--- src/rtl/core/spcs_pkg.sv ---
// ----------------------------------------------------------------------------
// spcs_pkg
// Shared types and constants of the serial port command sequencer: access
// codes, register offsets, peripheral kinds and the reply FIFO status.
// ----------------------------------------------------------------------------
package spcs_pkg;

  // Access codes carried with each input transfer
  typedef enum logic [1:0] {
    CMD_REG_RD = 2'd0,
    CMD_REG_WR = 2'd1,
    CMD_DMA_RD = 2'd2,
    CMD_DMA_WR = 2'd3
  } cmd_t;

  // Selected peripheral
  typedef enum logic [1:0] {
    KIND_NONE = 2'd0,
    KIND_CTRL = 2'd1,
    KIND_CARD = 2'd2
  } kind_t;

  // Reply FIFO status toward the sequencer
  typedef struct packed {
    logic empty;
    logic full;
  } fifo_stat_t;

  // Register map
  localparam logic [7:0] PARAM_END  = 8'h40;  // param table below this
  localparam logic [7:0] OFF_CMD    = 8'h60;
  localparam logic [7:0] OFF_REPLY  = 8'h64;
  localparam logic [7:0] OFF_CTRL   = 8'h68;
  localparam logic [7:0] OFF_STAT   = 8'h6C;
  localparam logic [7:0] OFF_MODE   = 8'h70;

  localparam logic [31:0] STAT_WORD = 32'h0001_D100;
  localparam logic [31:0] MODE_WORD = 32'h0000_000F;

  // Peripheral select bytes and stub replies
  localparam logic [7:0] SEL_NONE   = 8'h00;
  localparam logic [7:0] SEL_CTRL   = 8'h01;
  localparam logic [7:0] SEL_CARD   = 8'h81;
  localparam logic [7:0] REPLY_CTRL = 8'h00;
  localparam logic [7:0] REPLY_CARD = 8'hFF;

  // Parameter table and length field
  localparam int unsigned PARAM_ENTRIES = 16;
  localparam int unsigned PIDX_W        = 4;
  localparam int unsigned LEN_LSB       = 18;
  localparam int unsigned LEN_W         = 7;

  localparam int unsigned FIFO_DEPTH_DEF = 64;

endpackage

--- src/rtl/core/serial_port_command_sequencer_top.sv ---
// ----------------------------------------------------------------------------
// serial_port_command_sequencer_top
// Register and DMA front end of a serial port: parameter table, control
// register, command byte sequencing and the reply byte FIFO.
// ----------------------------------------------------------------------------
// One access per transfer, one transfer per clock. Each accepted access
// produces exactly one result transfer in the next cycle from an output
// register; a new access is taken in the same cycle the previous result
// leaves, so the rate is one per cycle as long as out_tready stays high.
// The parameter table (16 words, valid bit per entry so it reads zero
// after reset) and the reply FIFO sit in synchronous memories whose next
// entry is prefetched each cycle, with bypass when the access being
// processed writes that entry. No clearing pass is needed after reset.
// Send table writes are accepted and discarded, as nothing reads them.
// ----------------------------------------------------------------------------
module serial_port_command_sequencer_top #(
  parameter int unsigned FIFO_DEPTH = spcs_pkg::FIFO_DEPTH_DEF
) (
  input  logic        clk,
  input  logic        rst_n,
  input  logic        in_tvalid,
  output logic        in_tready,
  input  logic [39:0] in_tdata,   // [7:0] offset, [39:8] write_data
  input  logic [1:0]  in_tuser,   // [1:0] cmd
  output logic        out_tvalid,
  input  logic        out_tready,
  output logic [31:0] out_tdata,  // [31:0] read_data
  output logic [1:0]  out_tuser   // [0] irq_request, [1] fifo_underflow
);
  import spcs_pkg::*;

  // Input decode
  cmd_t        cmd;
  logic [7:0]  offset;
  logic [31:0] wdata;
  logic        in_fire;

  assign cmd     = cmd_t'(in_tuser);
  assign offset  = in_tdata[7:0];
  assign wdata   = in_tdata[39:8];
  assign in_fire = in_tvalid && in_tready;

  // Architectural state
  logic [31:0]       ctrl_r, ctrl_nxt;
  logic [LEN_W-1:0]  bytes_left_r, bytes_left_nxt;
  logic [PIDX_W-1:0] tidx_r, tidx_nxt;
  kind_t             kind_r, kind_nxt;

  // Parameter table memory and prefetch
  logic [31:0]              param_mem [PARAM_ENTRIES];
  logic [PARAM_ENTRIES-1:0] pvalid_r, pvalid_nxt;
  logic [31:0]              pword_r;
  logic                     pword_ok_r;
  logic                     pwe;
  logic [PIDX_W-1:0]        pwaddr;
  logic [31:0]              pword;

  // Reply FIFO
  logic       push, pop;
  logic [7:0] push_data;
  logic [7:0] head_data;
  fifo_stat_t fst;

  // Command byte datapath
  logic             cbyte_go;
  logic [7:0]       cbyte;
  logic             start;
  kind_t            kind_sel;
  logic [LEN_W-1:0] len;

  // Result
  logic [31:0] rd;
  logic        irq, under;
  logic        out_valid_r;
  logic [31:0] out_data_r;
  logic        out_irq_r, out_under_r;

  assign in_tready  = !out_valid_r || out_tready;
  assign out_tvalid = out_valid_r;
  assign out_tdata  = out_data_r;
  assign out_tuser  = {out_under_r, out_irq_r};

  assign pword  = pword_ok_r ? pword_r : '0;
  assign pwaddr = offset[PIDX_W+1:2];
  assign cbyte  = wdata[7:0];
  assign start  = (bytes_left_r == '0);

  // Peripheral select from command byte
  always_comb begin
    case (cbyte)
      SEL_NONE: kind_sel = KIND_NONE;
      SEL_CTRL: kind_sel = KIND_CTRL;
      SEL_CARD: kind_sel = KIND_CARD;
      default:  kind_sel = kind_r;
    endcase
  end

  assign len = start ? pword[LEN_LSB+LEN_W-1:LEN_LSB] : bytes_left_r;

  // Access decode and state update
  always_comb begin
    rd             = '0;
    irq            = 1'b0;
    under          = 1'b0;
    ctrl_nxt       = ctrl_r;
    bytes_left_nxt = bytes_left_r;
    tidx_nxt       = tidx_r;
    kind_nxt       = kind_r;
    pwe            = 1'b0;
    push           = 1'b0;
    push_data      = REPLY_CTRL;
    pop            = 1'b0;
    cbyte_go       = 1'b0;
    if (in_fire) begin
      case (cmd)
        CMD_REG_RD: begin
          case (offset)
            OFF_REPLY: pop = 1'b1;
            OFF_CTRL:  rd  = ctrl_r;
            OFF_STAT:  rd  = STAT_WORD;
            OFF_MODE:  rd  = MODE_WORD;
            default:   rd  = '0;
          endcase
        end
        CMD_REG_WR: begin
          if (offset < PARAM_END) begin
            pwe = 1'b1;
          end else if (offset == OFF_CMD) begin
            cbyte_go = 1'b1;
          end else if (offset == OFF_CTRL) begin
            ctrl_nxt = {wdata[31:1], 1'b0};
            irq      = wdata[0];
            if (wdata[2] || wdata[3]) begin
              bytes_left_nxt = '0;
              tidx_nxt       = '0;
              kind_nxt       = KIND_NONE;
            end
          end
        end
        CMD_DMA_RD: pop = 1'b1;
        CMD_DMA_WR: cbyte_go = 1'b1;
        default:    rd = '0;
      endcase
    end

    // Reply pop
    if (pop) begin
      if (fst.empty) begin
        under = 1'b1;
      end else begin
        rd = {24'b0, head_data};
      end
    end

    // Command byte: new transfer setup, length countdown, stub reply
    if (cbyte_go) begin
      if (start) begin
        kind_nxt = kind_sel;
        tidx_nxt = tidx_r + 1'b1;
      end
      bytes_left_nxt = (len != '0) ? len - 1'b1 : '0;
      if (kind_nxt == KIND_CTRL) begin
        push      = 1'b1;
        push_data = REPLY_CTRL;
      end else if (kind_nxt == KIND_CARD) begin
        push      = 1'b1;
        push_data = REPLY_CARD;
      end
    end
  end

  assign pvalid_nxt = pwe ?
    (pvalid_r | ({{(PARAM_ENTRIES-1){1'b0}}, 1'b1} << pwaddr)) : pvalid_r;

  // Control state
  always_ff @(posedge clk) begin
    if (!rst_n) begin
      ctrl_r       <= '0;
      bytes_left_r <= '0;
      tidx_r       <= '0;
      kind_r       <= KIND_NONE;
      pvalid_r     <= '0;
      pword_ok_r   <= 1'b0;
    end else begin
      ctrl_r       <= ctrl_nxt;
      bytes_left_r <= bytes_left_nxt;
      tidx_r       <= tidx_nxt;
      kind_r       <= kind_nxt;
      pvalid_r     <= pvalid_nxt;
      pword_ok_r   <= pvalid_nxt[tidx_nxt];
    end
  end

  // Parameter table write and prefetch of the next entry
  always_ff @(posedge clk) begin
    if (pwe) begin
      param_mem[pwaddr] <= wdata;
    end
    if (pwe && (pwaddr == tidx_nxt)) begin
      pword_r <= wdata;
    end else begin
      pword_r <= param_mem[tidx_nxt];
    end
  end

  spcs_reply_fifo #(
    .DEPTH (FIFO_DEPTH)
  ) u_reply_fifo (
    .clk       (clk),
    .rst_n     (rst_n),
    .push      (push),
    .push_data (push_data),
    .pop       (pop),
    .head_data (head_data),
    .stat      (fst)
  );

  // Output register
  always_ff @(posedge clk) begin
    if (!rst_n) begin
      out_valid_r <= 1'b0;
    end else if (in_fire) begin
      out_valid_r <= 1'b1;
    end else if (out_tready) begin
      out_valid_r <= 1'b0;
    end
  end

  always_ff @(posedge clk) begin
    if (in_fire) begin
      out_data_r  <= rd;
      out_irq_r   <= irq;
      out_under_r <= under;
    end
  end

`ifndef SYNTHESIS
  // FIFO can never look empty and full at once
  a_fifo_stat: assert property (@(posedge clk) disable iff (!rst_n)
    !(fst.empty && fst.full))
    else $error("reply FIFO status both empty and full");

  // Control write with a reset bit clears the transfer state
  a_ctrl_reset: assert property (@(posedge clk) disable iff (!rst_n)
    (in_fire && (cmd == CMD_REG_WR) && (offset == OFF_CTRL) && (wdata[2] || wdata[3]))
    |=> (bytes_left_r == '0) && (tidx_r == '0) && (kind_r == KIND_NONE))
    else $error("transfer state not cleared by control write");

  // An underflow result carries zero data
  a_under_zero: assert property (@(posedge clk) disable iff (!rst_n)
    (out_valid_r && out_under_r) |-> (out_data_r == '0))
    else $error("underflow result with nonzero data");
`endif

endmodule

--- src/rtl/core/spcs_reply_fifo.sv ---
// ----------------------------------------------------------------------------
// spcs_reply_fifo
// Reply byte FIFO in a synchronous memory. The head entry is prefetched into
// a register so a pop sees its byte in the same cycle; a push into a full
// FIFO is dropped.
// ----------------------------------------------------------------------------
module spcs_reply_fifo #(
  parameter int unsigned DEPTH = spcs_pkg::FIFO_DEPTH_DEF
) (
  input  logic                 clk,
  input  logic                 rst_n,
  input  logic                 push,
  input  logic [7:0]           push_data,
  input  logic                 pop,
  output logic [7:0]           head_data,
  output spcs_pkg::fifo_stat_t stat
);
  import spcs_pkg::*;

  localparam int unsigned PTR_W = $clog2(DEPTH);
  localparam int unsigned CNT_W = $clog2(DEPTH + 1);
  localparam logic [PTR_W-1:0] PTR_LAST = PTR_W'(DEPTH - 1);
  localparam logic [CNT_W-1:0] CNT_FULL = CNT_W'(DEPTH);

  logic [7:0]       mem [DEPTH];
  logic [PTR_W-1:0] head_r, head_nxt;
  logic [PTR_W-1:0] tail_r, tail_nxt;
  logic [CNT_W-1:0] count_r, count_nxt;
  logic [7:0]       head_data_r;
  logic             do_push, do_pop;

  assign stat.empty = (count_r == '0);
  assign stat.full  = (count_r == CNT_FULL);
  assign do_push    = push && !stat.full;
  assign do_pop     = pop && !stat.empty;
  assign head_data  = head_data_r;

  // Pointer and count update
  always_comb begin
    head_nxt  = head_r;
    tail_nxt  = tail_r;
    count_nxt = count_r;
    if (do_pop) begin
      head_nxt = (head_r == PTR_LAST) ? '0 : head_r + 1'b1;
    end
    if (do_push) begin
      tail_nxt = (tail_r == PTR_LAST) ? '0 : tail_r + 1'b1;
    end
    if (do_push && !do_pop) begin
      count_nxt = count_r + 1'b1;
    end else if (do_pop && !do_push) begin
      count_nxt = count_r - 1'b1;
    end
  end

  always_ff @(posedge clk) begin
    if (!rst_n) begin
      head_r  <= '0;
      tail_r  <= '0;
      count_r <= '0;
    end else begin
      head_r  <= head_nxt;
      tail_r  <= tail_nxt;
      count_r <= count_nxt;
    end
  end

  // Storage write, head prefetch with bypass of a same-entry write
  always_ff @(posedge clk) begin
    if (do_push) begin
      mem[tail_r] <= push_data;
    end
    if (do_push && (tail_r == head_nxt)) begin
      head_data_r <= push_data;
    end else begin
      head_data_r <= mem[head_nxt];
    end
  end

endmodule
--- config.mk ---
export PLATFORM = sky130hd
export DESIGN_NAME = serial_port_command_sequencer_top
export DESIGN_NICKNAME = d
export VERILOG_FILES = /design/src/rtl/core/spcs_pkg.sv /design/src/rtl/core/serial_port_command_sequencer_top.sv /design/src/rtl/core/spcs_reply_fifo.sv
export SDC_FILE = /design/constraint.sdc
export NUM_CORES = 1
export LEC_CHECK = 0
export CORE_MARGIN = 3
export CORE_UTILIZATION = 44
export DETAILED_ROUTE_END_ITERATION = 16
export DONT_BUFFER_PORTS = 1
export GPL_ROUTABILITY_DRIVEN = 0
export PLACE_DENSITY = 0.56
export SLEW_MARGIN = 20
export SYNTH_ARGS = -nofsm -noshare
export SYNTH_HDL_FRONTEND = slang
export SYNTH_SLANG_ARGS = --single-unit
export TNS_END_PERCENT = 5
--- constraint.sdc ---
create_clock -name clk -period 5.4 [get_ports clk]
set_clock_uncertainty 0.15 [all_clocks]
set_input_delay 0.27 -clock clk [delete_from_list [all_inputs] [get_ports clk]]
set_output_delay 0.27 -clock clk [all_outputs]
set_load 0.005 [all_outputs]
## Yosys cells after proc, flatten, opt, wreduce, memory -nomap -nowiden

Memories as Yosys holds them, arrays and structs flattened. A register that Yosys moved wholly into a read port is not among the register bits.
Index checks and enable logic that the tools add are counted.

| storage, ports and cells | value |
|---|---|
| input bits | 46 |
| logic and storage cells | 139 |
| output and inout port bits | 36 |
| flip-flop bits (word level) | 140 |
| bits in writable memories | 1,024 |
| memories kept | 2 |

| cells by class | value |
|---|---|
| order comparisons | 2 |
| bitwise gates (word level) | 5 |
| muxes and demuxes | 64 |
| reductions and logical operators | 27 |
| shift-type cells | 1 |
| $add $sub $neg | 6 |
| equality and inequality tests | 18 |

Memory list:

| memory | depth | width | rd ports | clocked after memory_dff | wr ports | line | source |
|---|---|---|---|---|---|---|---|
| param_mem | 16 | 32 | 1 | 0 | 1 | serial_port_command_sequencer_top.sv:50 | `logic [31:0] param_mem [PARAM_ENTRIES];` |
| u_reply_fifo.mem | 64 | 8 | 1 | 1 | 1 | spcs_reply_fifo.sv:25 | `logic [7:0] mem [DEPTH];` |

Operators by type and width:

| operator | count |
|---|---|
| 32-bit 2-to-1 mux | 3 |
| 32-bit one-hot mux with 3 select lines | 1 |
| 7-bit 2-to-1 mux | 11 |
| 25-bit 2-to-1 mux | 2 |
| 8-bit by 7-bit equality test with 1-bit output, second input constant | 5 |
| 4-bit 2-to-1 mux | 8 |
| 8-bit 2-to-1 mux | 3 |
| 1-bit 2-to-1 mux | 19 |
| 2-bit 2-to-1 mux | 9 |
| 6-bit 2-to-1 mux | 3 |
| 16-bit 2-to-1 mux | 1 |
| 16-bit OR | 1 |
| 1-bit by 4-bit << shifter with 16-bit output, first input constant | 1 |
| 7-bit logical NOT | 2 |
| 7-bit by 1-bit subtractor with 7-bit output, second input constant | 2 |
| 6-bit by 1-bit adder with 6-bit output, second input constant | 2 |
| 6-bit equality test, second input constant | 2 |
| 2-bit nonzero test | 6 |
| 8-bit by 1-bit equality test with 1-bit output, second input constant | 1 |
| 8-bit equality test, second input constant | 1 |
| 8-bit logical NOT | 1 |
| 8-bit by 7-bit less-than comparator with 1-bit output, second input constant | 1 |
| 7-bit by 1-bit adder with 7-bit output, second input constant | 1 |
| 7-bit equality test, second input constant | 1 |
| 18 further kinds | 36 |

## Logic depth before layout (Yosys ltp)

| depth | value |
|---|---|
| word-level depth | 18 |
| mapped depth | 20 |
| gate-level depth less buffers | 20 |

## Cells and area by module

A second synthesis with hierarchy kept.

| unflattened totals | value |
|---|---|
| cells, all modules | 2,044 |
| area total of the unflattened synthesis | 31,238.7 µm² |

Modules (own cells, without submodules):

| module | cells an instance | seq. area each (µm²) | area each (µm²) | instances |
|---|---|---|---|---|
| spcs_reply_fifo | 1,154 | 15,875.2 | 21,398.0 | 1 |
| serial_port_command_sequencer_top | 890 | 5,765.5 | 9,840.7 | 1 |

## Worst setup path before layout

Ideal clock, no wire load.

| timing | value |
|---|---|
| kind | input-to-reg |
| start | in in_tdata[1] |
| end | reg u_reply_fifo.count_r[6] |
| slack | 0.724 ns |
| data required time | 5.174 ns |
| library setup time | 0.076 ns |
| cell stages on the path | 18 |
| path buffers | 1 |
| data arrival time | 4.451 ns |
| cell sequence | nor2_1 > nand4b_1 > or4_1 > clkbuf_1 > a31o_2 > ha_1 > a311oi_2 > ha_1 > inv_1 > ha_1 > nor2b_1 > o21ai_0 > nand2b_1 > a21o_1 > a21oi_1 > xnor2_1 > or3_1 > a21boi_0 |

| between the ends | value |
|---|---|
| word-level cells in the longest chain between the ends | 16 |
| elaborated cells on any way between the ends | 31 |
| classes of those cells | 1 x order compare; 5 x eq/ne; 18 x mux; 7 x reduce/logical |

RTL lines:

| element | line | source |
|---|---|---|
| from (decl) | serial_port_command_sequencer_top.sv:23 | `input logic [39:0] in_tdata,` |
| branches (longest 11 deep; another with 8-bit by 7-bit less-than comparator with 1-bit output) | - |  |
| 1-bit 2-to-1 mux * | serial_port_command_sequencer_top.sv:156 | `if (cbyte_go) begin` |
| 1-bit logical AND * | spcs_reply_fifo.sv:34 | `assign do_push = push && !stat.full;` |
| net u_reply_fifo.do_push | spcs_reply_fifo.sv:30 | `logic do_push, do_pop;` |
| 1-bit logical NOT | spcs_reply_fifo.sv:51 | `end else if (do_pop && !do_push) begin` |
| 1-bit logical AND | spcs_reply_fifo.sv:51 |  |
| 2-bit nonzero test (no source line) | - |  |
| to (signal assigned) | spcs_reply_fifo.sv:64 | `count_r <= count_nxt;` |
| to (decl) | spcs_reply_fifo.sv:28 | `logic [CNT_W-1:0] count_r, count_nxt;` |

Mark *: on every way through the listed nets, which the timed path passes. The select of a mux whose other input is x is not followed.
A chain may end at the register's enable or synchronous reset.

## Worst setup path in the final report

| timing | value |
|---|---|
| start | in in_tuser[0] |
| end | reg u_reply_fifo.count_r[6] |

| between the ends | value |
|---|---|
| word-level cells in the longest chain between the ends | 13 |
| elaborated cells on any way between the ends | 25 |
| classes of those cells | 5 x eq/ne; 12 x mux; 8 x reduce/logical |

RTL lines:

| element | line | source |
|---|---|---|
| from (decl) | serial_port_command_sequencer_top.sv:24 | `input logic [1:0] in_tuser,` |
| 2-bit by 1-bit equality test with 1-bit output | serial_port_command_sequencer_top.sv:115 | `case (cmd)` |
| 2-bit 2-to-1 mux | serial_port_command_sequencer_top.sv:115 |  |
| 2-bit 2-to-1 mux | serial_port_command_sequencer_top.sv:114 | `if (in_fire) begin` |
| 2-bit 2-to-1 mux | serial_port_command_sequencer_top.sv:157 | `if (start) begin` |
| 2-bit 2-to-1 mux | serial_port_command_sequencer_top.sv:156 |  |
| 2-bit equality test | serial_port_command_sequencer_top.sv:165 | `end else if (kind_nxt == KIND_CARD) begin` |
| 1-bit 2-to-1 mux | serial_port_command_sequencer_top.sv:165 |  |
| 1-bit 2-to-1 mux | serial_port_command_sequencer_top.sv:162 | `if (kind_nxt == KIND_CTRL) begin` |
| 1-bit 2-to-1 mux * | serial_port_command_sequencer_top.sv:156 |  |
| 1-bit logical AND * | spcs_reply_fifo.sv:34 |  |
| net u_reply_fifo.do_push | spcs_reply_fifo.sv:30 |  |
| 1-bit logical NOT | spcs_reply_fifo.sv:51 |  |
| 1-bit logical AND | spcs_reply_fifo.sv:51 |  |
| 2-bit nonzero test (no source line) | - |  |

The timed path passes the listed nets; every way through them passes the cells marked *. The select of a mux whose other input is x is not followed.

==> reports/results.ini <==
[status]
status=complete, no violations

[final_layout]
final_nets=1184
areaGrowthSynthToFinish_pct=12.83
antenna_cells=0
drive_above_1_share=0.09059
final_util=0.5056

[power]
p_per_area_nw_per_um2=315.7
swShare=0.2115
vdd_ir_drop_max_v=0.0002549
combPwrFrac=0.048
clkPwrFrac=0.423
p_int_w=0.003749
power.total_w=0.004755
p_sw_w=0.001006
p_leak_nw=5.094
p_seq_frac=0.529

[clocking]
clk_pin_slew_ns=0.06
htreeDepth=1
cts_root_buffer=clkbuf_16
cts-resized-gates=0
cts_tree=built
cts_made_buffers=31
clk_latency_ns=0.55
cts_sinks=304
cts_buffer_depth=3

[detailed_routing]
num_vias=8580
drcViolationCount=0
dr.first_iter.drc_count=574
routed_wl_um=31740
routedWlPerCell_um=20.64
vias_per_cell=5.579
first_pass_iters=5
antenna_left=0

[min_path]
hold_end=kind_r[0]
hold_start=in_tdata[12]
worstHoldPathCells=4
min_path_type=in2reg

[timing]
rsz0062_at_grt=no
setup_viol=0
fmax_mhz=207.1
hold_violations=0
relSlewSlack=0.2545
slew_violations=0
tightest_slew_ns=1.108
fin_setup_tns_ns=0
fin_crit_sh=0.8940
min_period_ns=4.828

[floorplan]
row_count=63
start_util=0.4481
pin_count=82
die_x_um=180.2
die_h_um=180.2
dieArea_um2=32470
fp.coreArea_um2=29800

[logic_synthesis]
synth_common_cells=edfxtp_1, nand2_1, nor2_1, dfxtp_1, mux2i_1
synth_top_area_frac=0.4723
yosysSeqAreaShare=0.6133
synth_area_leaders=edfxtp_1, dfxtp_1, nand2_1
yosysMostFrequentCell=edfxtp_1
async_flop_share=0
synth_top_cell_by_area=edfxtp_1
syn-num-nets=1155
yosys_most_used_dff=edfxtp_1
synth-edff-count=210
synth_area_um2=13350
synth-warning-count=0
synth.distinct_cells=75
synth_seq_cells=304
syn_area_per_cell_um2=12.19
syn_inst=1095

[global_routing]
grt_remaining_overflow=0
grt_pass1_wl_um=50030
grt_pass1_vias=8414
antenna_found_initial=0
track_usage=0.1934
grt_max_degree=82

[critical_path]
crit_type=in2reg
slowest_delay_ns=0.65
cp_common_cell=ha_1
r2r-start=out_tvalid
r2r_cells=18
cp_max_fo=10
path_cells=dlygate4sd3_1 > nor2b_1 > nand3_1 > or4_1 > a31o_2 > ha_1 > a311oi_2 > buf_4 > ha_1 > inv_1 > ha_1 > nor2b_1 > o21ai_0 > nand2b_1 > a21o_1 > a21oi_1 > xnor2_1 > or3_1 > a21boi_0
critPathCaptureType=flip-flop
reg2reg_slack_ns=0.62
worstPathRequired_ns=5.72
critPathSlowestCell=dlygate4sd3_1
cp-start-kind=input pin
r2r-end=u_reply_fifo.count_r[6]
cp.arrival_ns=5.15

[placed_design]
dp_hpwl_um=19940
port_buffers=0

[job]
max_cap_violations=0

-- critical path, delay by kind of cell --
kind / cells / cell delay (ns)
compound gates: 6 / 1.24
xor+xnor: 1 / 0.09
fa+ha+maj: 3 / 0.86
buf+inv: 3 / 1.02
simple gates: 6 / 1.67
-- what timing repair did --
action | 4_1_cts | 5_1_grt
endpoints found under the hold margin | 231 | 0
buffers inserted | 0 | 0
hold buffers | 43 | 0
-- worst max path at each step --
stage                      startpoint                      end  slack, ns  depth (start not counted)
after global routing      in_tuser[0]  u_reply_fifo.count_r[6]       0.27                         19
after CTS                  out_tvalid  u_reply_fifo.count_r[6]       0.63                         18
after detailed placement  in_tdata[1]  u_reply_fifo.count_r[6]       0.60                         19
after floorplan           in_tdata[1]  u_reply_fifo.count_r[6]       0.72                         18
after global placement    in_tdata[1]  u_reply_fifo.count_r[6]       0.69                         19
final                     in_tuser[0]  u_reply_fifo.count_r[6]       0.57                         19
-- area by class of cell --
cell class                 instances  area, um2
fill                            2605      14730
sequential                       304       8188
multi-input combinational        715       4823
clock buffer                      48      879.6
timing repair buffer              59      568.0
tap                              390      488.0
clock inverter                     9      68.82
inverter                          13      48.80
-- sequential cells by signal (all words and copies together), names as in the netlist, named ones only --
name,cells
u_reply_fifo.mem,64
u_reply_fifo.tail_r,6
pword_r,7
bytes_left_r,7
u_reply_fifo.count_r,7
pvalid_r,16
u_reply_fifo.head_r,6
param_mem,112
kind_r,2
out_tdata,32
pword_ok_r,1
out_irq_r,1
out_under_r,1
tidx_r,4
ctrl_r,31
out_tvalid,1
-- routing by layer --
| layer | vias to the layer above | wire [um] | global-route usage |
|---|---|---|---|
| li1 | 4072 | - | - |
| met1 | 4219 | 15170 | 0.2854 |
| met2 | 240 | 14020 | 0.2960 |
| met3 | 49 | 1753 | 0.03432 |
| met4 | 0 | 798 | 0.05404 |
| met5 | - | 0 | 0 |
-- cells in the final DEF (no fill, tap or decap), drive strengths merged, types with 3 or more instances in the layout --
master	n
a211oi	8
a21boi	39
a21o	16
a21oi	21
a22o	6
a22oi	6
a31o	3
a31oi	10
and2	42
and3	14
buf	17
clkbuf	48
clkinv	7
dfxtp	94
dlygate4sd3	42
edfxtp	210
ha	13
inv	14
mux2	20
mux2i	45
mux4	21
nand2	140
nand2b	4
nand3	41
nand3b	6
nand4	7
nor2	107
nor2b	16
nor3	16
nor4	8
o2111ai	4
o211ai	4
o21a	14
o21ai	29
o31ai	3
or2	6
or3	3
xnor2	12
xor2	5
-- power groups by stage --
| stage | Clock [W] | Sequential, W | Combinational, W |
|---|---|---|---|
| finish | 0.00201 | 0.00252 | 0.000227 |
| global route | 0.00216 | 0.00252 | 0.000248 |
| CTS | 0.00206 | 0.00252 | 0.000227 |
| detailed placement | 0 | 0.00257 | 0.000171 |
| global placement | 0 | 0.00257 | 0.000172 |
| floorplan | 0 | 0.00256 | 0.000143 |
-- logic make-up (layout without fill, tap and decap cells) --
family	count (synthesis)	count (layout)	share of synthesized area
adder cells (fa/ha/maj)	14	14	0.01368
flip-flops	304	304	0.6133
multiplexers	86	86	0.08996
AO/OA/AOI/OAI	177	177	0.09465
buffers and inverters	76	129	0.02783
AND/OR/NAND/NOR	421	421	0.1495
XOR/XNOR	17	17	0.01115
-- metrics by stage --
stage | hold WS [ns] | std cells | worst slack, ns | cell area, um2
after global routing | 0.04825 | 1538 | 0.2736 | 15060
after detailed placement | 0.2214 | 1438 | 0.5958 | 13660
after floorplan | 0.2189 | 1095 | 0.7235 | 13350
after CTS | 0.0007699 | 1538 | 0.6327 | 15060
after global placement | 0.2217 | 1438 | 0.6925 | 13660
final | 0.03764 | 1538 | 0.5722 | 15060
(Power assumes the default switching activity.)
